$ cat src/rtl/assert_macros.svh
// ----------------------------------------------------------------------------
// assert_macros.svh
// concurrent assertion shorthands shared by the rtl
// ----------------------------------------------------------------------------
`ifndef ASSERT_MACROS_SVH
`define ASSERT_MACROS_SVH

// same-cycle implication, off while reset is high
`define CHCB_ASSERT_IMPL(label, clk, rst, ante, cons) \
   label: assert property (@(posedge clk) disable iff (rst) (ante) |-> (cons)) \
      else $error("assertion failed");

// next-cycle implication, off while reset is high
`define CHCB_ASSERT_NEXT(label, clk, rst, ante, cons) \
   label: assert property (@(posedge clk) disable iff (rst) (ante) |=> (cons)) \
      else $error("assertion failed");

`endif

$ cat src/rtl/chcb_ram.sv
// ----------------------------------------------------------------------------
// chcb_ram
// generic simple dual-port ram, one write and one registered read port
// ----------------------------------------------------------------------------
module chcb_ram #(
   parameter int WIDTH = 8,
   parameter int DEPTH = 16
) (
   input  logic                     clock,
   input  logic                     we,
   input  logic [$clog2(DEPTH)-1:0] waddr,
   input  logic [WIDTH-1:0]         wdata,
   input  logic                     re,
   input  logic [$clog2(DEPTH)-1:0] raddr,
   output logic [WIDTH-1:0]         rdata
);

   logic [WIDTH-1:0] mem [DEPTH];
   logic [WIDTH-1:0] rdata_ff;

   always_ff @(posedge clock) begin
      if (we) begin
         mem[waddr] <= wdata;
      end
      if (re) begin
         rdata_ff <= mem[raddr];
      end
   end

   assign rdata = rdata_ff;

endmodule

$ cat config.mk
export PLATFORM = sky130hd
export DESIGN_NAME = chcb_ram
export DESIGN_NICKNAME = d
export VERILOG_FILES = /design/src/rtl/assert_macros.svh /design/src/rtl/chcb_ram.sv
export SDC_FILE = /design/constraint.sdc
export NUM_CORES = 1
export LEC_CHECK = 0
export BUFFER_PORTS_ARGS = -buffer_cell sky130_fd_sc_hd__clkbuf_2
export CAP_MARGIN = 20
export CELL_PAD_IN_SITES_DETAIL_PLACEMENT = 1
export CELL_PAD_IN_SITES_GLOBAL_PLACEMENT = 1
export CORE_UTILIZATION = 35
export DETAILED_ROUTE_END_ITERATION = 8
export PLACE_DENSITY_LB_ADDON = 0.08
export SYNTH_ARGS = -nofsm -noshare
export SYNTH_HDL_FRONTEND = slang
export SYNTH_SLANG_ARGS = --single-unit
export TNS_END_PERCENT = 10
$ cat constraint.sdc
create_clock -name clock -period 2.1 [get_ports clock]
set_input_delay 0 -clock clock [delete_from_list [all_inputs] [get_ports clock]]
set_output_delay 0 -clock clock [all_outputs]
set_load 0.01 [all_outputs]
# After elaboration in Yosys (flattened, before gate mapping)
# Memories as Yosys holds them, arrays and structs flattened. A register that Yosys moved wholly into a read port is not among the register bits.
# Index checks and enable logic that the tools add are counted.
dict set report totals {
  register_bits 0
  ramBits 128
  in_bits 19
  memories 1
}
dict set report classes {
  mux 2
}
# memory words width read_ports rd_clocked_by_memory_dff wr line
set memory_table {}
lappend memory_table {mem 16 8 1 1 1 chcb_ram.sv:18} ;# logic [WIDTH-1:0] mem [DEPTH];
# operator count
set ops {}
lappend ops {{$mux W1} 2}

# Longest topological paths before layout
# Gate-level depths: netlist (run 1).
dict set report logic_depth {
  ltp_word 2
  depth_mapped 5
  ltp_nobuf 3
}

# Worst setup path after synthesis (run 1)
# No wires, ideal clock.
dict set report synth_path {
  kind {input to register}
  startpoint {in waddr[2]}
  endpoint {mem mem[0][0], enable pin}
  setup_time_ns 0.383
  arrival_time_ns 1.110
  path_slack_ns 0.607
  stages 2
  path_cell_list {or3b_2 -> nor3_1}
}
# item line
set synth_lines {}
lappend synth_lines {{from (decl)} chcb_ram.sv:11} ;# input logic [$clog2(DEPTH)-1:0] waddr,
lappend synth_lines {{to (decl)} chcb_ram.sv:18}
# No word-level cell before the write port.

==> out/metrics.cfg, run 1 <==
[die]
die_h_um=124
core_area_sq_mm=0.0145
io_pins=27
dieArea_sq_mm=0.0154
num_rows=44
start_util_pct=36.0
die_w_um=124

[clock_tree]
cts_num_sinks=136
clockBufferDepth=2
cts_resized=0
cts_setup_buffers=0
hold_buffers=0
cts_tree=yes
clk_latency_ns=0.41
clockRootBuffer=clkbuf_16
clk_pin_slew_ns=0.06
cts_htree_levels=4
cts_buffers=17

[job]
cap_violations=0

[route]
drc_errors=0
viasPerCell=5.09
ant_nets=0
num_vias=2451
drtIter0Drc=190
drt-total-wl_mm=11.0
routedWlPerCell_um=22.8
first_pass_iters=4

[critical_path]
crit-reg2reg-launch=mem[2][0]
critPathCaptureType=flip-flop
cp-startpoint=mem[2][0]
path_cells=mux4_1 > a22oi_1 > nand2_1
r2r-end=rdata[0]
crit_fanout=1
crit_arrival_ns=1.68
worstSetupStartpointType=flip-flop
critPathKind=flip-flop to flip-flop
regToRegSetupSlack_ns=0.56
reg2reg_depth=3
cp.required_ns=2.24
cp_slowest_cell=mux4_1
cp_slowest_stage_delay_ns=0.50

[logic_synthesis]
synthArstFlopShare_pct=0
synthTopCellsByCount=136 x edfxtp_1, 18 x mux4_2, 16 x a22oi_1, 14 x mux4_1, 13 x nor2_1
syn-cell-area_sq_mm=0.00523
yosys_warnings=0
synth_cell_type_count=18
synth_top_area_share_pct=78.1
synth_area_leaders=edfxtp_1 78%, mux4_2 7.8%, mux4_1 7.0%, a22oi_1 2.3%, nor2_1 0.93%
synth.most_common_cell=edfxtp_1
synth-edff-count=136
syn_avg_cell_area_sq_um=22.8
ys_seq_area_share_pct=78.1
ys_dominant_reg_cell=edfxtp_1
synth.ff_latch_count=136
syn_nets=248
synth_top_cell_by_area=edfxtp_1
synth_cells=229

[cells_and_area]
fillCellCount=1386
drive_gt1_share_pct=32.2
syn2layout_area_growth_pct=19.7
n_antenna_cell=0
final_cells=482
nNetsFinal=304

[sta]
final_max_slew_viol_count=0
finalSetupViolations=0
period_share_pct=73.2
fin_worst_skew_ns=0.00362
rsz0062_at_grt=false
worst_pin_slew_ns=0.469
period_minus_slack_ns=1.54
fin_tns_setup_ns=0
fmaxAchievable_ghz=0.650
maxSlewHeadroom_pct=68.6
hold_viol_final=0

[outcome]
status=complete, no violations

[grt]
overflow=0
grt_util_all_layers_pct=15.6
grt_pass1_wl_mm=16.8
grt_pass1_vias=2600
grt_max_degree=33
antenna_found_initial=0

[placement]
gp_congestion=0.711
dp_hpwl_mm=7.26
place_inst=450
port-buffer-count=26

[min_path]
hold_class=input pin to flip-flop
hold_depth=1
hp-start=wdata[5]
worstHoldEndpoint=mem[12][5]

[power_and_ir_drop]
p_leak_uw=0.00211
irDropWorstVdd_v=0.000553
p_per_area_mw_per_mm2=1010
design_power_total_uw=6290

[metrics by stage]
| stage | setup WS [ns] | utilization (%) | hold slack (ns) | area, sq um |
|---|---|---|---|---|
| 2_1_floorplan | 0.607 | - | 0.0989 | 5230 |
| 3_3_place_gp | 0.398 | 39.0 | 0.418 | 5670 |
| 3_5_place_dp | 0.403 | 39.0 | 0.424 | 5670 |
| 4_1_cts | 0.543 | 43.1 | 0.0136 | 6260 |
| 5_1_grt | 0.484 | 43.1 | 0.0186 | 6260 |
| 6_report | 0.562 | 43.1 | 0.0212 | 6260 |
[sequential cells by signal, summed over array words and instances (netlist names)]
name   count
mem      128
rdata      8
[cell families after synthesis]
kind of cell / Yosys count / share of synthesized area (%)
compound gates: 16 / 2.30
buf+inv: 10 / 1.65
flops: 136 / 78.1
mux: 32 / 14.8
simple gates: 35 / 3.14
[placed cells by master, fill, tap and decap left out, drive strengths merged]
cell type,n
a22oi,16
and2,1
and2b,1
buf,21
bufinv,3
clkbuf,44
clkinv,7
clkinvlp,4
edfxtp,136
mux4,32
nand2,9
nand2b,2
nand3,1
nand3b,2
nor2,13
nor2b,1
nor3,4
or3b,1
[critical path: cells and delay by family, from the launching register on]
family             cells  cell delay (ns)
and+or+nand+nor        1             0.14
DFF                    1             0.36
AOI/OAI and AO/OA      1             0.27
muxes                  1             0.50
[cell type report]
type	instances	area [sq um]	share of cell area [%]
timing repair buffer	47	300	4.80
clock inverter	14	158	2.52
tap	184	230	3.68
sequential	136	4080	65.3
clock buffer	18	429	6.86
multi-input combinational	83	1060	16.9
[worst max path at each step]
stage	to	slack, ns
3_5_place_dp	rdata[0]	0.40
6_report	rdata[0]	0.56
4_1_cts	rdata[0]	0.54
5_1_grt	rdata[0]	0.48
2_1_floorplan	mem[0][0]	0.61
3_3_place_gp	rdata[0]	0.40
[routing by layer]
layer	share of wire, %	up-vias	GRT usage, %
met3	3.2	14	4.53
met4	1.3	0	5.74
met5	0	-	0
li1	-	1094	-
met1	47	1294	21.2
met2	48	49	23.8
[where the power goes]
part           internal (uW)  switching [uW]  leakage, uW
Combinational            119             169     0.000594
Clock                   1850            1080     0.000279
Sequential              3060            17.4      0.00124
(Power assumes the default switching activity.)
==> run 2, diff against run 1 <==
- clock period: 2.1 -> 1.3 ns (I/O delays scaled with it)
==> out/metrics.cfg, run 2 (same netlist as run 1, synthesis figures left out) <==
[outcome]
status=finished with violations
violations=setup timing

[cells_and_area]
final_cell_mix=136 x edfxtp_1, 33 x buf_4, 26 x clkbuf_2
fin_util_pct=45.1
final_common_cell=edfxtp_1
final_cells=501
syn2layout_area_growth_pct=25.4
largest_register_ffs=128
design_area_sq_mm=0.00656
fillCellCount=1365
nNetsFinal=323
largest-register=mem
drive_gt1_share_pct=39.7
n_antenna_cell=0

[min_path]
hold_class=input pin to flip-flop
hold_depth=1
hp-start=wdata[3]
worstHoldEndpoint=mem[15][3]

[critical_path]
critPathCaptureType=flip-flop
critPathKind=flip-flop to flip-flop
regToRegSetupSlack_ns=-0.20
cp_slowest_stage_delay_ns=0.48
cp_slowest_cell=mux4_2
crit-reg2reg-launch=mem[3][6]
crit_arrival_ns=1.67
crit_fanout=1
cp.required_ns=1.47
r2r-end=rdata[6]
path_cells=mux4_2 > a22oi_1 > nand2_1
reg2reg_depth=3
worstSetupStartpointType=flip-flop

[die]
start_util_pct=36.0
die_w_um=124
num_rows=44
io_pins=27
dieArea_sq_mm=0.0154
die_h_um=124
core_area_sq_mm=0.0145

[route]
routedWlPerCell_um=23.1
drtIter0Drc=134
drc_errors=0
num_vias=2571
drt-total-wl_mm=11.6
first_pass_iters=4
ant_nets=0
viasPerCell=5.13

[grt]
overflow=0
grt_max_degree=17
grt_util_all_layers_pct=16.5
grt_pass1_wl_mm=17.8
antenna_found_initial=0
grt_pass1_vias=2782

[clock_tree]
clk_latency_ns=0.42
clk_pin_slew_ns=0.06
clockRootBuffer=clkbuf_16
cts_num_sinks=136
cts_htree_levels=4
cts_buffers=17
cts_tree=yes
clockBufferDepth=2

[power_and_ir_drop]
p_leak_uw=0.00225
irDropWorstVdd_v=0.00100
p_comb_share_pct=5.1
p_seq_share_pct=45.8
p_per_area_mw_per_mm2=1650
clkPwrFrac_pct=49.1
internal_power_uw=8760
switchingPower_uw=2080
p_sw_share_pct=19.2

[sta]
fin_worst_skew_ns=0.00687
fin_ws_ns=-0.203
period_share_pct=116
fmaxAchievable_ghz=0.665
worst_pin_slew_ns=0.952
maxSlewHeadroom_pct=36.3
rsz0062_at_grt=true
fin_tns_setup_ns=-1.32
hold_viol_final=0
finalSetupViolations=8
period_minus_slack_ns=1.50
final_max_slew_viol_count=0

[placement]
dp_hpwl_mm=7.86
pre_cts_ws_ns=-0.388
port-buffer-count=26
place_area_sq_mm=0.00587
gp_congestion=0.707
place_inst=468

[job]
cap_violations=0

## run 2: what timing repair did
item,in CTS,in global routing
endpoints found under the hold margin,8,0
hold buffers,1,0
setup buffers,0,0
pin swaps,4,0
endpoints found under the setup margin,8,8
gates resized for setup,9,1
## run 2: power by group through the flow
stage | logic [uW] | registers [uW] | clock network, uW
3_5_place_dp | 548 | 5060 | 0
6_report | 550 | 4970 | 5320
5_1_grt | 599 | 4970 | 5610
4_1_cts | 566 | 4970 | 5450
2_1_floorplan | 250 | 5060 | 0
3_3_place_gp | 539 | 5060 | 0
## run 2: how the worst max path moves through the flow
stage,end,from,cells after the start,slack (ns)
after floorplan,rdata[0],mem[1][0],3,-0.01
after global placement,rdata[5],raddr[0],6,-0.37
after detailed placement,rdata[5],raddr[0],6,-0.39
after CTS,rdata[1],mem[1][1],4,-0.21
after global routing,rdata[1],mem[1][1],4,-0.25
final,rdata[6],mem[3][6],3,-0.20
## run 2: layout make-up
class | instances | area [sq um] | share of cell area [%]
Sequential cell | 136 | 4080 | 62.3
Timing Repair Buffer | 66 | 508 | 7.75
Clock inverter | 15 | 231 | 3.53
Multi-Input combinational cell | 83 | 1080 | 16.4
Tap cell | 184 | 230 | 3.51
Clock buffer | 17 | 425 | 6.49
## run 2: metal layers
layer | routed length, um | up-vias | GRT usage, %
met5 | 0 | - | 0
met4 | 217 | 0 | 7.87
met3 | 555 | 16 | 3.66
met2 | 5550 | 65 | 24.9
met1 | 5240 | 1359 | 22.8
li1 | - | 1131 | -
## run 2: worst max-delay path: cells and delay by family (launching register included)
kind	cells	cell delay (ns)
mux	1	0.48
simple gates	1	0.10
compound gates	1	0.31
flops	1	0.36
## run 2: through the flow
stage	hold WS, ns	total power, uW
6_report	0.0166	10800
2_1_floorplan	0.0989	5310
3_5_place_dp	0.400	5610
5_1_grt	0.0438	11200
3_3_place_gp	0.406	5600
4_1_cts	0.0191	11000
