### src/rtl/assert_macros.svh
// ----------------------------------------------------------------------------
// assert_macros.svh
// concurrent assertion shorthands shared by the rtl
// ----------------------------------------------------------------------------
`ifndef ASSERT_MACROS_SVH
`define ASSERT_MACROS_SVH

// same-cycle implication, off while reset is high
`define CHCB_ASSERT_IMPL(label, clk, rst, ante, cons) \
   label: assert property (@(posedge clk) disable iff (rst) (ante) |-> (cons)) \
      else $error("assertion failed");

// next-cycle implication, off while reset is high
`define CHCB_ASSERT_NEXT(label, clk, rst, ante, cons) \
   label: assert property (@(posedge clk) disable iff (rst) (ante) |=> (cons)) \
      else $error("assertion failed");

`endif

### src/rtl/chcb_pkg.sv
// ----------------------------------------------------------------------------
// chcb_pkg
// shared widths, codes and types of the canonical huffman code builder
// ----------------------------------------------------------------------------
package chcb_pkg;

   localparam int SYM_W           = 9;
   localparam int LEN_W           = 4;
   localparam int CODE_W          = 15;
   localparam int OP_W            = 2;
   localparam int STATUS_W        = 2;
   localparam int HIST_DEPTH      = 16;
   localparam int NUM_SYMBOLS_DEF = 288;
   localparam int MAX_LEN_DEF     = 15;

   typedef enum logic [OP_W-1:0] {
      OP_LOAD  = 2'd0,
      OP_BUILD = 2'd1,
      OP_READ  = 2'd2
   } op_type;

   typedef enum logic [STATUS_W-1:0] {
      ST_OK        = 2'd0,
      ST_BAD       = 2'd1,
      ST_NOT_BUILT = 2'd2
   } status_type;

   typedef enum logic [5:0] {
      S_CLEAR  = 6'b000001,
      S_IDLE   = 6'b000010,
      S_HIST   = 6'b000100,
      S_KRAFT  = 6'b001000,
      S_ASSIGN = 6'b010000,
      S_DONE   = 6'b100000
   } bld_state_type;

   typedef struct packed {
      logic busy;
      logic done;
      logic bad;
      logic len_rd;
      logic len_wr;
      logic code_wr;
   } bld_ctrl_type;

endpackage

### src/rtl/chcb_builder.sv
// ----------------------------------------------------------------------------
// chcb_builder
// build sequencer: clear sweep, length histogram, kraft check, code assignment
// ----------------------------------------------------------------------------
module chcb_builder import chcb_pkg::*; #(
   parameter int NUM_SYMBOLS = NUM_SYMBOLS_DEF,
   parameter int MAX_LEN     = MAX_LEN_DEF
) (
   input  logic                           clock,
   input  logic                           reset,
   input  logic                           start,
   output bld_ctrl_type                   ctrl,
   output logic [$clog2(NUM_SYMBOLS)-1:0] len_addr,
   input  logic [LEN_W-1:0]               len_rdata,
   output logic [$clog2(NUM_SYMBOLS)-1:0] code_wr_addr,
   output logic [CODE_W-1:0]              code_wr_data
);

   localparam int AW = $clog2(NUM_SYMBOLS);
   localparam int CW = $clog2(NUM_SYMBOLS + 1);
   localparam int KW = CW + CODE_W;
   localparam logic [CW-1:0]    LAST     = CW'(NUM_SYMBOLS);
   localparam logic [CW-1:0]    LAST_IDX = CW'(NUM_SYMBOLS - 1);
   localparam logic [LEN_W-1:0] K_LAST   = LEN_W'(HIST_DEPTH - 1);
   localparam logic [KW-1:0]    KRAFT_FULL = KW'(1) << CODE_W;

   bld_state_type     state_ff, state_in;
   logic [CW-1:0]     cnt_ff, cnt_in;
   logic              pend_ff, pend_in;
   logic [AW-1:0]     waddr_ff, waddr_in;
   logic [CW-1:0]     counts_ff [HIST_DEPTH];
   logic [CW-1:0]     counts_in [HIST_DEPTH];
   logic [CODE_W-1:0] next_ff [HIST_DEPTH];
   logic [CODE_W-1:0] next_in [HIST_DEPTH];
   logic [KW-1:0]     kraft_ff, kraft_in;
   logic [LEN_W-1:0]  k_ff, k_in;
   logic              bad_ff, bad_in;
   logic              err;
   logic [CODE_W-1:0] next_sum;

   assign err      = bad_ff | (kraft_ff != KRAFT_FULL);
   assign next_sum = next_ff[k_ff] + CODE_W'(counts_ff[k_ff]);
   assign len_addr = cnt_ff[AW-1:0];
   assign code_wr_addr = waddr_ff;

   always_comb begin
      state_in  = state_ff;
      cnt_in    = cnt_ff;
      pend_in   = 1'b0;
      waddr_in  = waddr_ff;
      counts_in = counts_ff;
      next_in   = next_ff;
      kraft_in  = kraft_ff;
      k_in      = k_ff;
      bad_in    = bad_ff;
      code_wr_data = '0;
      ctrl      = '0;
      ctrl.busy = (state_ff != S_IDLE);
      ctrl.bad  = err;
      case (state_ff)
         S_CLEAR: begin
            ctrl.len_wr = 1'b1;
            if (cnt_ff == LAST_IDX) begin
               cnt_in   = '0;
               state_in = S_IDLE;
            end else begin
               cnt_in = cnt_ff + CW'(1);
            end
         end
         S_IDLE: begin
            if (start) begin
               state_in = S_HIST;
               cnt_in   = '0;
               bad_in   = 1'b0;
               kraft_in = '0;
               next_in[1] = '0;
               for (int i = 0; i < HIST_DEPTH; i++) begin
                  counts_in[i] = '0;
               end
            end
         end
         S_HIST: begin
            // read data is registered, so it arrives in the cycle after its address
            if (pend_ff) begin
               if (32'(len_rdata) > MAX_LEN) begin
                  bad_in = 1'b1;
               end
               if (len_rdata != '0) begin
                  counts_in[len_rdata] = counts_ff[len_rdata] + CW'(1);
               end
            end
            if (cnt_ff != LAST) begin
               ctrl.len_rd = 1'b1;
               pend_in     = 1'b1;
               cnt_in      = cnt_ff + CW'(1);
            end else begin
               state_in = S_KRAFT;
               k_in     = LEN_W'(1);
            end
         end
         S_KRAFT: begin
            // horner form of the scaled kraft sum
            kraft_in = {kraft_ff[KW-2:0], 1'b0} + KW'(counts_ff[k_ff]);
            if (k_ff != K_LAST) begin
               next_in[k_ff + LEN_W'(1)] = {next_sum[CODE_W-2:0], 1'b0};
               k_in = k_ff + LEN_W'(1);
            end else begin
               state_in = S_ASSIGN;
               cnt_in   = '0;
            end
         end
         S_ASSIGN: begin
            if (pend_ff) begin
               ctrl.code_wr = 1'b1;
               if (!err && len_rdata != '0) begin
                  code_wr_data        = next_ff[len_rdata];
                  next_in[len_rdata]  = next_ff[len_rdata] + CODE_W'(1);
               end
            end
            if (cnt_ff != LAST) begin
               ctrl.len_rd = 1'b1;
               pend_in     = 1'b1;
               waddr_in    = cnt_ff[AW-1:0];
               cnt_in      = cnt_ff + CW'(1);
            end else begin
               state_in = S_DONE;
            end
         end
         S_DONE: begin
            ctrl.done = 1'b1;
            state_in  = S_IDLE;
            cnt_in    = '0;
         end
         default: begin
            state_in = S_IDLE;
            cnt_in   = '0;
         end
      endcase
   end

   always_ff @(posedge clock) begin
      if (reset) begin
         state_ff <= S_CLEAR;
         cnt_ff   <= '0;
         pend_ff  <= 1'b0;
      end else begin
         state_ff <= state_in;
         cnt_ff   <= cnt_in;
         pend_ff  <= pend_in;
      end
   end

   always_ff @(posedge clock) begin
      waddr_ff  <= waddr_in;
      counts_ff <= counts_in;
      next_ff   <= next_in;
      kraft_ff  <= kraft_in;
      k_ff      <= k_in;
      bad_ff    <= bad_in;
   end

endmodule

### config.mk
export PLATFORM = sky130hd
export DESIGN_NAME = chcb_builder
export DESIGN_NICKNAME = d
export VERILOG_FILES = /design/src/rtl/assert_macros.svh /design/src/rtl/chcb_pkg.sv /design/src/rtl/chcb_builder.sv
export SDC_FILE = /design/constraint.sdc
export NUM_CORES = 1
export LEC_CHECK = 0
export BUFFER_PORTS_ARGS = -buffer_cell sky130_fd_sc_hd__buf_2
export CELL_PAD_IN_SITES_DETAIL_PLACEMENT = 2
export CELL_PAD_IN_SITES_GLOBAL_PLACEMENT = 2
export CORE_MARGIN = 1.5
export CORE_UTILIZATION = 35
export CTS_CLUSTER_SIZE = 12
export DETAILED_ROUTE_END_ITERATION = 16
export HOLD_SLACK_MARGIN = 0.12
export PLACE_DENSITY_LB_ADDON = 0.12
export SLEW_MARGIN = 20
export SYNTH_ARGS = -nofsm -noshare
export SYNTH_HDL_FRONTEND = slang
export SYNTH_SLANG_ARGS = --single-unit
### constraint.sdc
create_clock -name clock -period 34.3 [get_ports clock]
set_input_delay 6.86 -clock clock [delete_from_list [all_inputs] [get_ports clock]]
set_output_delay 6.86 -clock clock [all_outputs]
set_load 0.005 [all_outputs]
After elaboration in Yosys (flattened, before gate mapping)
Index checks and enable logic that the tools add are counted.
Storage, ports and cells
  register bits after elaboration: 437
  bits of input ports: 7
  output and inout port bits: 39
  logic and storage cells: 150
Operators by class
  add/sub/neg operators: 6
  order comparisons: 5
  equality and inequality tests: 22
  muxes and demuxes: 57
  bitwise logic cells: 3
  reduce and logical (&&, ||, !) cells: 19
Operators by type and width (count)
  $mux W240: 3
  $bwmux W240: 2
  $mux W144: 3
  $pmux W210 S2: 1
  $pmux W144 S2: 1
  $bwmux W144: 1
  $bmux W15 S4: 2
  $demux W15 S4: 2
  $mux W15: 8
  $mux W9: 9
  $bmux W9 S4: 2
  $pmux W24 S2: 1
  $pmux W15 S3: 1
  $demux W9 S4: 1
  $pmux W9 S4: 1
  $mux W6: 5
  $pmux W15 S2: 1
  $pmux W6 S5: 1
  $mux W14: 2
  $add A24 B9 Y24: 1
  $mux W24: 1
  $ne A24 B16 Y1 const B: 1
  $ne A2 B2 Y1 const B: 10
  $add A9 B1 Y9 const B: 2
  other kinds (30): 50

Longest topological paths before layout
Gate-level depths: netlist (run 1).
  depth in word-level cells: 9
  depth in mapped cells: 17
  depth with buffers taken out: 11

Worst setup path after synthesis (run 1)
OpenSTA, ideal clock, no wires.
  kind: input-to-reg
  start point: in len_rdata[0]
  end point: reg counts_ff[0] (netlist bit) (enable)
  setup time: 0.847 ns
  data arrival time: 17.893 ns
  required time: 33.453 ns
  slack: 15.560 ns
  stages on the path: 8
  path buffers: 4
  cells stage by stage: buf_6 buf_6 buf_6 buf_6 nor2_1 nand2_1 nand2_1 o21ai_0
On the way
  word-level cells in the longest chain between the ends: 3
RTL lines
  start: declaration: RTL line chcb_builder.sv:14  | input logic [LEN_W-1:0] len_rdata,
  $reduce_bool A4 Y1: RTL line chcb_builder.sv:88  | if (len_rdata != '0) begin
  $ne A2 B2 Y1 (no line)
  $reduce_and A4 Y1 (no line)
  end signal: assignment: RTL line chcb_builder.sv:155  | counts_ff <= counts_in;
  end: declaration: RTL line chcb_builder.sv:31  | logic [CW-1:0] counts_ff [HIST_DEPTH];
Every way passes these cells.
A chain may end at the register's enable or synchronous reset.

Worst setup path after layout (run 1)
  start point: in len_rdata[0]
  end point: out code_wr_data[7]
On the way
  word-level cells in the longest chain between the ends: 7
  elaborated cells on any way between the ends: 9
  those cells by class: 6 x mux; 1 x bitwise; 2 x reduce/logical
RTL lines
  $not A4 Y5 (not written as such): RTL line chcb_builder.sv:116  | code_wr_data = next_ff[len_rdata];
  $bmux W15 S4: RTL line chcb_builder.sv:116
  $mux W15 (not written as such) (2 in a row): RTL line chcb_builder.sv:116
  $mux W15 *: RTL line chcb_builder.sv:115  | if (!err && len_rdata != '0) begin
  $mux W15 *: RTL line chcb_builder.sv:113  | if (pend_ff) begin
  $mux W15 *: RTL line chcb_builder.sv:60  | case (state_ff)
  end: declaration: RTL line chcb_builder.sv:16  | output logic [CODE_W-1:0] code_wr_data
Mark *: on every way between the ends. The rest lies on a longest branch, timed or not. The select of a mux whose other input is x is not followed.

==> impl_metrics.yaml, run 1 <==
synthesis:
  syn_inst: 1953
  netlist_area_um2: 25800
  synth_nets: 1987
  synth-edff-count: 421
  synth-seq-cells: 437
  synth-seq-area-share_pct: 50.3
  yosys_warnings: 0
  avgSynthCellArea_um2: 13.2
  ys_types: 76
  synthFlopType: "edfxtp_1"
  async_flop_share_pct: 0
cts:
  tritoncts: "yes"
  ctsHoldBuffers: 0
  cts_root_buf: "clkbuf_16"
  ctsResizeCount: 0
  numCtsBuffers: 53
  clock_sink_count: 437
  clk_pin_slew_ps: 60
  h-tree-depth: 2
  post_cts.repair.setup_buffers: 0
  clkLatencyLatePin_ps: 630
  clk_path_buf_depth: 3
die:
  io_pins: 46
  die_area_um2: 75200
  initial_utilization_pct: 35.3
  die_h_um: 274
  coreArea_um2: 73000
  row_count: 99
  die_w_um: 274
global_route:
  grt_max_degree: 97
  grt_pass1_wl_um: 147000
  grt-ovfl-total: 0
  antenna_found_initial: 3
  grt_util_all_layers_pct: 27.2
  grt_pass1_vias: 20081
place:
  portBuffers: 45
  dpl_cell_area_um2: 27100
  post-place-ws_ps: 17570
  dpl.hpwl_um: 63100
  place.gp.congestion: 0.815
setup_path:
  crit_buf_inv: 3
  cp.arrival_ps: 9830
  slowest_delay_ps: 810
  crit_path_start_kind: "input port"
  path_class: "in -> out"
  endpoint_kind: "output port"
  cpMaxStageDelayCell: "buf_4"
  required_ps: 27440
  crit_chain: "buf_6, buf_4, mux4_2, a22o_1, a221oi_1, nor2_1, buf_2"
  cp_max_fo: 44
  path_delay_family: "buffers and inverters"
timing:
  worstMarginPinSlew_ps: 1180
  period_needed_ps: 16690
  hold_viol_final: 0
  min_period_over_period_pct: 48.7
  maxSlewHeadroom_pct: 21.2
  fmax_mhz: 59.9
  skew_ps: 22.8
  finalWorstSetupSlack_ps: 17610
  setup_viol: 0
  fin_setup_tns_ps: 0
  hold_ws_ps: 510
  drv_slew: 0
  rsz0062_at_grt: "false"
cells_and_area:
  antenna_cells: 0
  drive_above_1_share_pct: 27.4
  multi_input_area_um2: 12100
  nets: 1984
  final_area_um2: 28900
  post-route-util_pct: 39.6
  final_common_cell: "edfxtp_1"
  syn_to_final_growth_pct: 12.2
  register_area_um2: 13000
  fill_cells: 7226
  final_cell_mix: "edfxtp_1, nor2_1, mux4_2, o22ai_1, nand2_1"
pwr:
  irDropWorstVdd_mv: 0.0336
  power_density_nw_per_um2: 43.2
  leakagePower_nw: 8.42
detailed_routing:
  drtAntennaViolNets: 0
  first_pass_iters: 7
  drcViolationCount: 0
  initialDrtViolationCount: 1962
  vias: 19224
  viasPerCell: 6.51
  wl_um: 102000
  routedWlPerCell_um: 34.7
flow_run:
  cap_viol_max_count: 0
worst_hold_path:
  hold_path.class: "reg -> reg"
run_status:
  status: "finished, final reports clean"
[per-layer routing]
layer	track usage [%]	share of wire, %	up-vias
li1	-	-	7849
met1	37.4	42	10360
met2	44.5	48	831
met3	4.26	6.9	182
met4	7.84	2.7	2
met5	0	0.0068	-
[final timing paths]
path                       startpoint                          to  slack (ps)  depth (start not counted)
max                      len_rdata[0]             code_wr_data[7]       17610                          7
min          len_addr[1]$_SDFFE_PP0P_   code_wr_addr[1]$_DFFE_PP_         510                          0
max reg2reg     k_ff[0]$_SDFFCE_PN1P_  next_ff[224]$_SDFFCE_PP0P_       28780                         12
min reg2reg  len_addr[1]$_SDFFE_PP0P_   code_wr_addr[1]$_DFFE_PP_         510                          0
[where the power goes]
part           total, mW  switching (mW)  internal [mW]  leakage [nW]
logic             0.0952          0.0657         0.0294          4.09
registers          0.585         0.00374          0.581          3.49
clock network      0.568           0.244          0.324         0.841
total               1.25           0.313          0.935          8.42
[sequential cells by signal, summed over array words and instances, names as in the netlist]
| register | cells |
|---|---|
| next_ff | 240 |
| counts_ff | 144 |
| len_addr | 9 |
| kraft_ff | 24 |
| state_ff | 6 |
| k_ff | 4 |
| pend_ff | 1 |
| code_wr_addr | 9 |
[synth_stat cells, drive strengths merged (7+ instances only)]
library cell / instances / area share (%)
o22ai: 212 / 6.3
dfxtp: 16 / 1.2
nor3: 16 / 0.35
nor2: 259 / 3.8
nand2: 123 / 1.9
nand2b: 8 / 0.19
a21oi: 77 / 1.6
ha: 25 / 1.2
nand3: 33 / 0.70
buf: 82 / 2.2
xor2: 28 / 1.1
inv: 16 / 0.23
nand4: 15 / 0.51
xnor2: 27 / 1.3
and3: 13 / 0.32
nor4: 13 / 0.41
edfxtp: 421 / 49
a211oi: 51 / 1.5
mux4: 221 / 19
o21ai: 93 / 1.8
clkbuf: 102 / 1.5
o221ai: 14 / 0.48
and2: 7 / 0.18
a22oi: 20 / 0.58
[area by class of cell]
type	instances	area share [%]
Clock inverter	30	0.654
Tap cell	959	4.15
Sequential cell	437	44.9
Multi-Input combinational cell	1315	41.8
Inverter	17	0.221
Timing Repair Buffer	126	3.01
Clock buffer	70	5.25
[through the flow]
step / cells / power (mW)
2_1_floorplan: 1953 / 0.663
3_3_place_gp: 2854 / 0.687
3_5_place_dp: 2854 / 0.690
4_1_cts: 2954 / 1.26
5_1_grt: 2954 / 1.28
6_report: 2954 / 1.25
[logic make-up (layout without fill, tap and decap cells)]
family	after synthesis	in the layout	share of synthesized area (%)
mux	225	225	19.6
flops	437	437	50.3
simple gates	514	514	9.06
fa+ha+maj	27	27	1.37
buf+inv	201	243	3.97
xor+xnor	55	55	2.37
compound gates	494	494	13.3
No activity file was read; power rests on OpenSTA's default activity.
==> inputs of run 2 (changes only) <==
ABC_AREA = 1   (was unset)
clock period = 15.3 ns   (was 34.3 ns; I/O delays follow)
==> run 2 against run 1 <==
Final area is 6.9% higher. Worst setup slack got worse by 12000 ps. Hold slack lost 5.3 ps. Largest cell class unchanged. Highest routed layer unchanged.
==> impl_metrics.yaml, run 2 <==
run_status:
  status: "finished, final reports clean"
die:
  row_count: 103
  io_pins: 46
  die_area_um2: 81600
  die_w_um: 286
  initial_utilization_pct: 35.4
  coreArea_um2: 79000
  die_h_um: 286
cts:
  clock_sink_count: 437
  clk_path_buf_depth: 3
  ctsHoldBuffers: 0
  h-tree-depth: 2
  clk_pin_slew_ps: 50
  numCtsBuffers: 58
  ctsResizeCount: 0
  tritoncts: "yes"
  cts_root_buf: "clkbuf_16"
  clkLatencyLatePin_ps: 660
  post_cts.repair.setup_buffers: 0
synthesis:
  synth_fa_ha_area_share_pct: 1.26
  synthTopCellsByArea: "edfxtp_1, nand2_1, o21ai_0"
  netlist_area_um2: 28000
  synthFlopType: "edfxtp_1"
  synth_nets: 3699
  synth-compound-area-share_pct: 19.7
  synth-seq-area-share_pct: 46.3
  yosysTopAreaCell: "edfxtp_1"
  synth-seq-cells: 437
  ys_types: 51
  synth_top_family_by_area: "simple AND/OR/NAND/NOR gates"
  avgSynthCellArea_um2: 7.63
  yosysTopAreaCellShare_pct: 45.2
  async_flop_share_pct: 0
  synthXorXnorAreaFrac_pct: 0.465
  synth.most_common_cell: "nand2_1"
  muxShareOfSynthArea_pct: 0
  synth-simple-area-share_pct: 22.5
  yosys-top-cells-count: "nand2_1, edfxtp_1, inv_1"
  yosys_warnings: 0
  syn_inst: 3665
  synth-edff-count: 421
detailed_routing:
  first_pass_iters: 5
  wl_um: 140000
  drcViolationCount: 0
  vias: 28792
  initialDrtViolationCount: 3161
  viasPerCell: 6.14
  routedWlPerCell_um: 29.9
  drtAntennaViolNets: 0
pwr:
  power_density_nw_per_um2: 120
  p_switching_mw: 1.29
  p_clk_share_pct: 37.8
  irDropWorstVdd_mv: 0.0826
  leakagePower_nw: 12.7
  sequentialPowerShare_pct: 39.4
  sw_frac_of_total_pct: 34.7
  intPower_mw: 2.42
  total_power_mw: 3.71
  comb_power_share_pct: 22.8
global_route:
  grt-ovfl-total: 0
  grt_util_all_layers_pct: 33.7
  grt_pass1_vias: 30193
  grt_max_degree: 166
  grt_pass1_wl_um: 204000
  antenna_found_initial: 7
timing:
  period_needed_ps: 9450
  maxSlewHeadroom_pct: 20.3
  fmax_mhz: 106
  setup_viol: 0
  min_period_over_period_pct: 61.8
  rsz0062_at_grt: "false"
  skew_ps: 29.4
  fin_setup_tns_ps: 0
  hold_viol_final: 0
  worstMarginPinSlew_ps: 1190
  drv_slew: 0
setup_path:
  endpoint_kind: "output port"
  rr_startpoint: "k_ff[0]$_SDFFCE_PN1P_"
  r2r_cells: 16
  crit_path_start_kind: "input port"
  path_class: "in -> out"
  r2r_end: "next_ff[192]$_DFFE_PP_"
  cp.arrival_ps: 6390
  cp_max_fo: 40
  required_ps: 12240
  regToRegSetupSlack_ps: 8160
cells_and_area:
  largest_register: "next_ff"
  final_common_cell: "nand2_1"
  syn_to_final_growth_pct: 10.4
  drive_above_1_share_pct: 7.84
  final_cell_mix: "nand2_1, edfxtp_1, inv_1, o21ai_0, nor2_1"
  fin_cells: 4687
  post-route-util_pct: 39.1
  nets: 3628
  largest_reg_flops: 240
  final_area_um2: 30900
  reg_top3: "next_ff (240), counts_ff (144), kraft_ff (24)"
worst_hold_path:
  min_from: "len_addr[6]$_SDFFE_PP0P_"
  min_to: "code_wr_addr[6]$_DFFE_PP_"
  hold_path.class: "reg -> reg"
  holdPathStages: 0
place:
  dp_cells: 4584
  portBuffers: 45
  dpl_cell_area_um2: 29000
  dpl.hpwl_um: 89700
  place.gp.congestion: 0.892
flow_run:
  cap_viol_max_count: 0
run 2: changes by cell type in the layout (fill, tap and decap cells not counted), sizes merged, moves of 13 or more:
| cell | delta |
|---|---|
| a21oi | +203 |
| xor2 | -19 |
| nor2 | +102 |
| nand3 | +167 |
| clkbuf | +16 |
| nand2 | +789 |
| mux4 | -221 |
| a211oi | -50 |
| clkinv | -15 |
| o21ai | +345 |
| inv | +385 |
| o211ai | +20 |
| xnor2 | -22 |
| and3 | -13 |
run 2: area by class of cell:
type                            instances  area [µm²]
Fill cell                            9040       48100
Sequential cell                       437       13000
Multi-Input combinational cell       2578       12400
Clock buffer                           86        1670
Inverter                              403        1530
Tap cell                             1050        1310
Timing Repair Buffer                  116         798
Clock inverter                         16         201
Antenna cell                            1        2.50
run 2: how the worst max path moves through the flow:
stage          slack [ps]                          to          from  cells after the start
5_1_grt              5700             code_wr_data[0]  len_rdata[0]                     13
3_3_place_gp         6030             code_wr_data[1]  len_rdata[1]                      9
3_5_place_dp         5930             code_wr_data[0]  len_rdata[0]                     13
2_1_floorplan          90  counts_ff[0]$_SDFFCE_PN0P_  len_rdata[0]                      8
6_report             5850             code_wr_data[0]  len_rdata[0]                     13
4_1_cts              5920             code_wr_data[0]  len_rdata[0]                     13
run 2: power by group through the flow:
stage	Sequential, mW	Clock, mW	Combinational [mW]
after global routing	1.47	1.45	0.893
after global placement	1.48	0	0.782
after detailed placement	1.48	0	0.812
after CTS	1.46	1.41	0.818
final	1.46	1.40	0.845
after floorplan	1.49	0	0.485
run 2: metal layers:
layer | global-route usage, % | vias to the layer above | routed length [µm]
met3 | 7.13 | 315 | 13400
met2 | 51.9 | 1375 | 61700
met4 | 12.3 | 4 | 5100
met1 | 46.4 | 14749 | 59800
met5 | 0 | - | 30
li1 | - | 12349 | -
run 2: worst max-delay path, stage by stage:
cell,delay (ps)
buf_4,430
buf_4,540
inv_4,300
nor2_4,700
nand2_1,170
nand3_1,150
nand2_1,60
nand2_1,110
inv_2,40
nand2_2,340
inv_1,160
nor2_1,140
buf_2,140
run 2: logic make-up after synthesis:
logic type               Yosys count
AO/OA/AOI/OAI                   1005
buffers and inverters            650
flip-flops                       437
AND/OR/NAND/NOR                 1532
XOR/XNOR                          14
adder cells (fa/ha/maj)           27
run 2: metrics by stage:
step / hold slack (ps) / setup slack, ps
detailed placement: 470 / 5930
global route: 510 / 5700
finish: 505 / 5850
floorplan: 454 / 85.0
global placement: 464 / 6030
CTS: 503 / 5920
==> inputs of run 3 (changes only) <==
clock period = 9.65 ns   (was 15.3 ns; I/O delays follow)
==> run 3 against run 2 <==
Global-route usage shrank 2.2 points. Worst setup slack got worse by 3000 ps. Non-clock buffer count is 18 lower. Hold slack got worse by 13 ps. Critical path depth is 1 lower. Sequential share of layout area grew 0.33 points. Final area is 0.77% lower. Flip-flop and latch count unchanged. Register-to-register slack worse by 4500 ps. First-iteration DRC count down 19%. Critical endpoint unchanged. Highest routed layer unchanged.
==> impl_metrics.yaml, run 3 (synthesized netlist as in run 2, its figures left out) <==
die:
  row_count: 103
  die_area_um2: 81600
  io_pins: 46
  die_h_um: 286
  coreArea_um2: 79000
  die_w_um: 286
  initial_utilization_pct: 35.4
setup_path:
  crit_path_start_kind: "input port"
  cp_max_fo: 45
  cp.arrival_ps: 4900
  setup.worst_path.start: "len_rdata[0]"
  rr_startpoint: "k_ff[2]$_SDFFCE_PN0P_"
  endpoint_kind: "output port"
  slowest_delay_ps: 690
  crit_path_frequent_cell: "nand2_1"
  path_class: "in -> out"
  crit_chain: "buf_4, inv_4, nor2_4, nand2_1, nand3_1, nand2_1, nand2_1, inv_2, nand2_2, inv_1, nor2_1, buf_2"
  crit_buf_inv: 5
  required_ps: 7720
  cpMaxStageDelayCell: "nor2_4"
  path_delay_family: "simple AND/OR/NAND/NOR gates"
detailed_routing:
  drcViolationCount: 0
  viasPerCell: 6.04
  vias: 28155
  wl_um: 131000
  routedWlPerCell_um: 28.0
  first_pass_iters: 5
  drtAntennaViolNets: 0
  initialDrtViolationCount: 2547
global_route:
  grt_pass1_vias: 29613
  grt_pass1_wl_um: 194000
  grt-ovfl-total: 0
  grt_util_all_layers_pct: 31.5
  grt_max_degree: 145
  antenna_found_initial: 1
timing:
  maxSlewHeadroom_pct: 22.2
  setup_viol: 0
  rsz0062_at_grt: "false"
  fin_setup_tns_ps: 0
  fmax_mhz: 146
  skew_ps: 34.3
  min_period_over_period_pct: 70.8
  hold_viol_final: 0
  hold_ws_ps: 491
  drv_slew: 0
  worstMarginPinSlew_ps: 1160
  period_needed_ps: 6830
cells_and_area:
  final_common_cell: "nand2_1"
  largest_reg_flops: 240
  syn_to_final_growth_pct: 9.58
  multi_input_area_um2: 12400
  final_cell_mix: "nand2_1, edfxtp_1, inv_1, o21ai_0, nor2_1"
  nets: 3606
  largest_register: "next_ff"
  register_area_um2: 13000
  fill_cells: 9058
  drive_above_1_share_pct: 7.48
  reg_top3: "next_ff (240), counts_ff (144), kraft_ff (24)"
cts:
  clk_path_buf_depth: 3
  clk_pin_slew_ps: 60
  post_cts.repair.setup_buffers: 0
  ctsResizeCount: 0
  numCtsBuffers: 54
  clock_sink_count: 437
  tritoncts: "yes"
  h-tree-depth: 2
  cts_root_buf: "clkbuf_16"
  clkLatencyLatePin_ps: 640
  ctsHoldBuffers: 0
pwr:
  leakagePower_nw: 12.6
  power_density_nw_per_um2: 188
  irDropWorstVdd_mv: 0.123
run_status:
  status: "finished, final reports clean"
flow_run:
  cap_viol_max_count: 0
worst_hold_path:
  min_from: "len_addr[2]$_SDFFE_PP0P_"
  hold_path.class: "reg -> reg"
place:
  dpl.hpwl_um: 88600
  portBuffers: 45
  place.gp.congestion: 0.876
## run 3: path summary, 6_finish.rpt
check	end	slack, ps	cells after the start
setup reg to reg	next_ff[14]$_DFFE_PP_	3660	15
hold reg to reg	code_wr_addr[2]$_DFFE_PP_	490	0
hold / removal	code_wr_addr[2]$_DFFE_PP_	490	0
setup / recovery	code_wr_data[0]	2820	12
## run 3: worst register-to-register path, stage by stage (launching register included)
cell and delay (ps):
edfxtp_1 330, buf_4 490, nand2_1 660, inv_1 1000, nand2_1 270, nand3_1 350, ha_1 370, a21oi_1 170
a21boi_0 210, nand2_1 70, a31oi_1 440, inv_1 190, nand2_1 140, nand2_1 510, nand3b_1 320, o21ai_0 160
## run 3: cell type report
cell class	instances	area share, %
inverters	403	4.98
flip-flops and latches	437	42.3
clock inverters	32	1.16
repair buffers	98	2.20
well taps	1050	4.29
clock buffers	64	4.56
multi-input cells	2578	40.5
diodes	1	0.00816
## run 3: through the flow
step	setup WS (ps)	util, %	power [mW]	std cells	instance area (µm²)
after floorplan	595	-	3.11	3665	28000
after global placement	2720	36.5	3.58	4566	28900
after detailed placement	2600	36.5	3.64	4566	28900
after CTS	2870	38.8	5.75	4662	30600
after global routing	2540	38.8	5.93	4662	30600
final	2820	38.8	5.76	4663	30600
## run 3: metal layers
layer,vias up,wire (µm),GRT usage (%)
met2,1104,59300,49.7
met3,209,9560,4.18
met1,14550,58500,44.9
met5,-,10,0
li1,12290,-,-
met4,2,3420,9.30
## run 3: report_power, final
part	internal [mW]	switching, mW	total (mW)
clock	1.22	0.897	2.11
combinational	0.283	1.05	1.33
sequential	2.24	0.0772	2.31
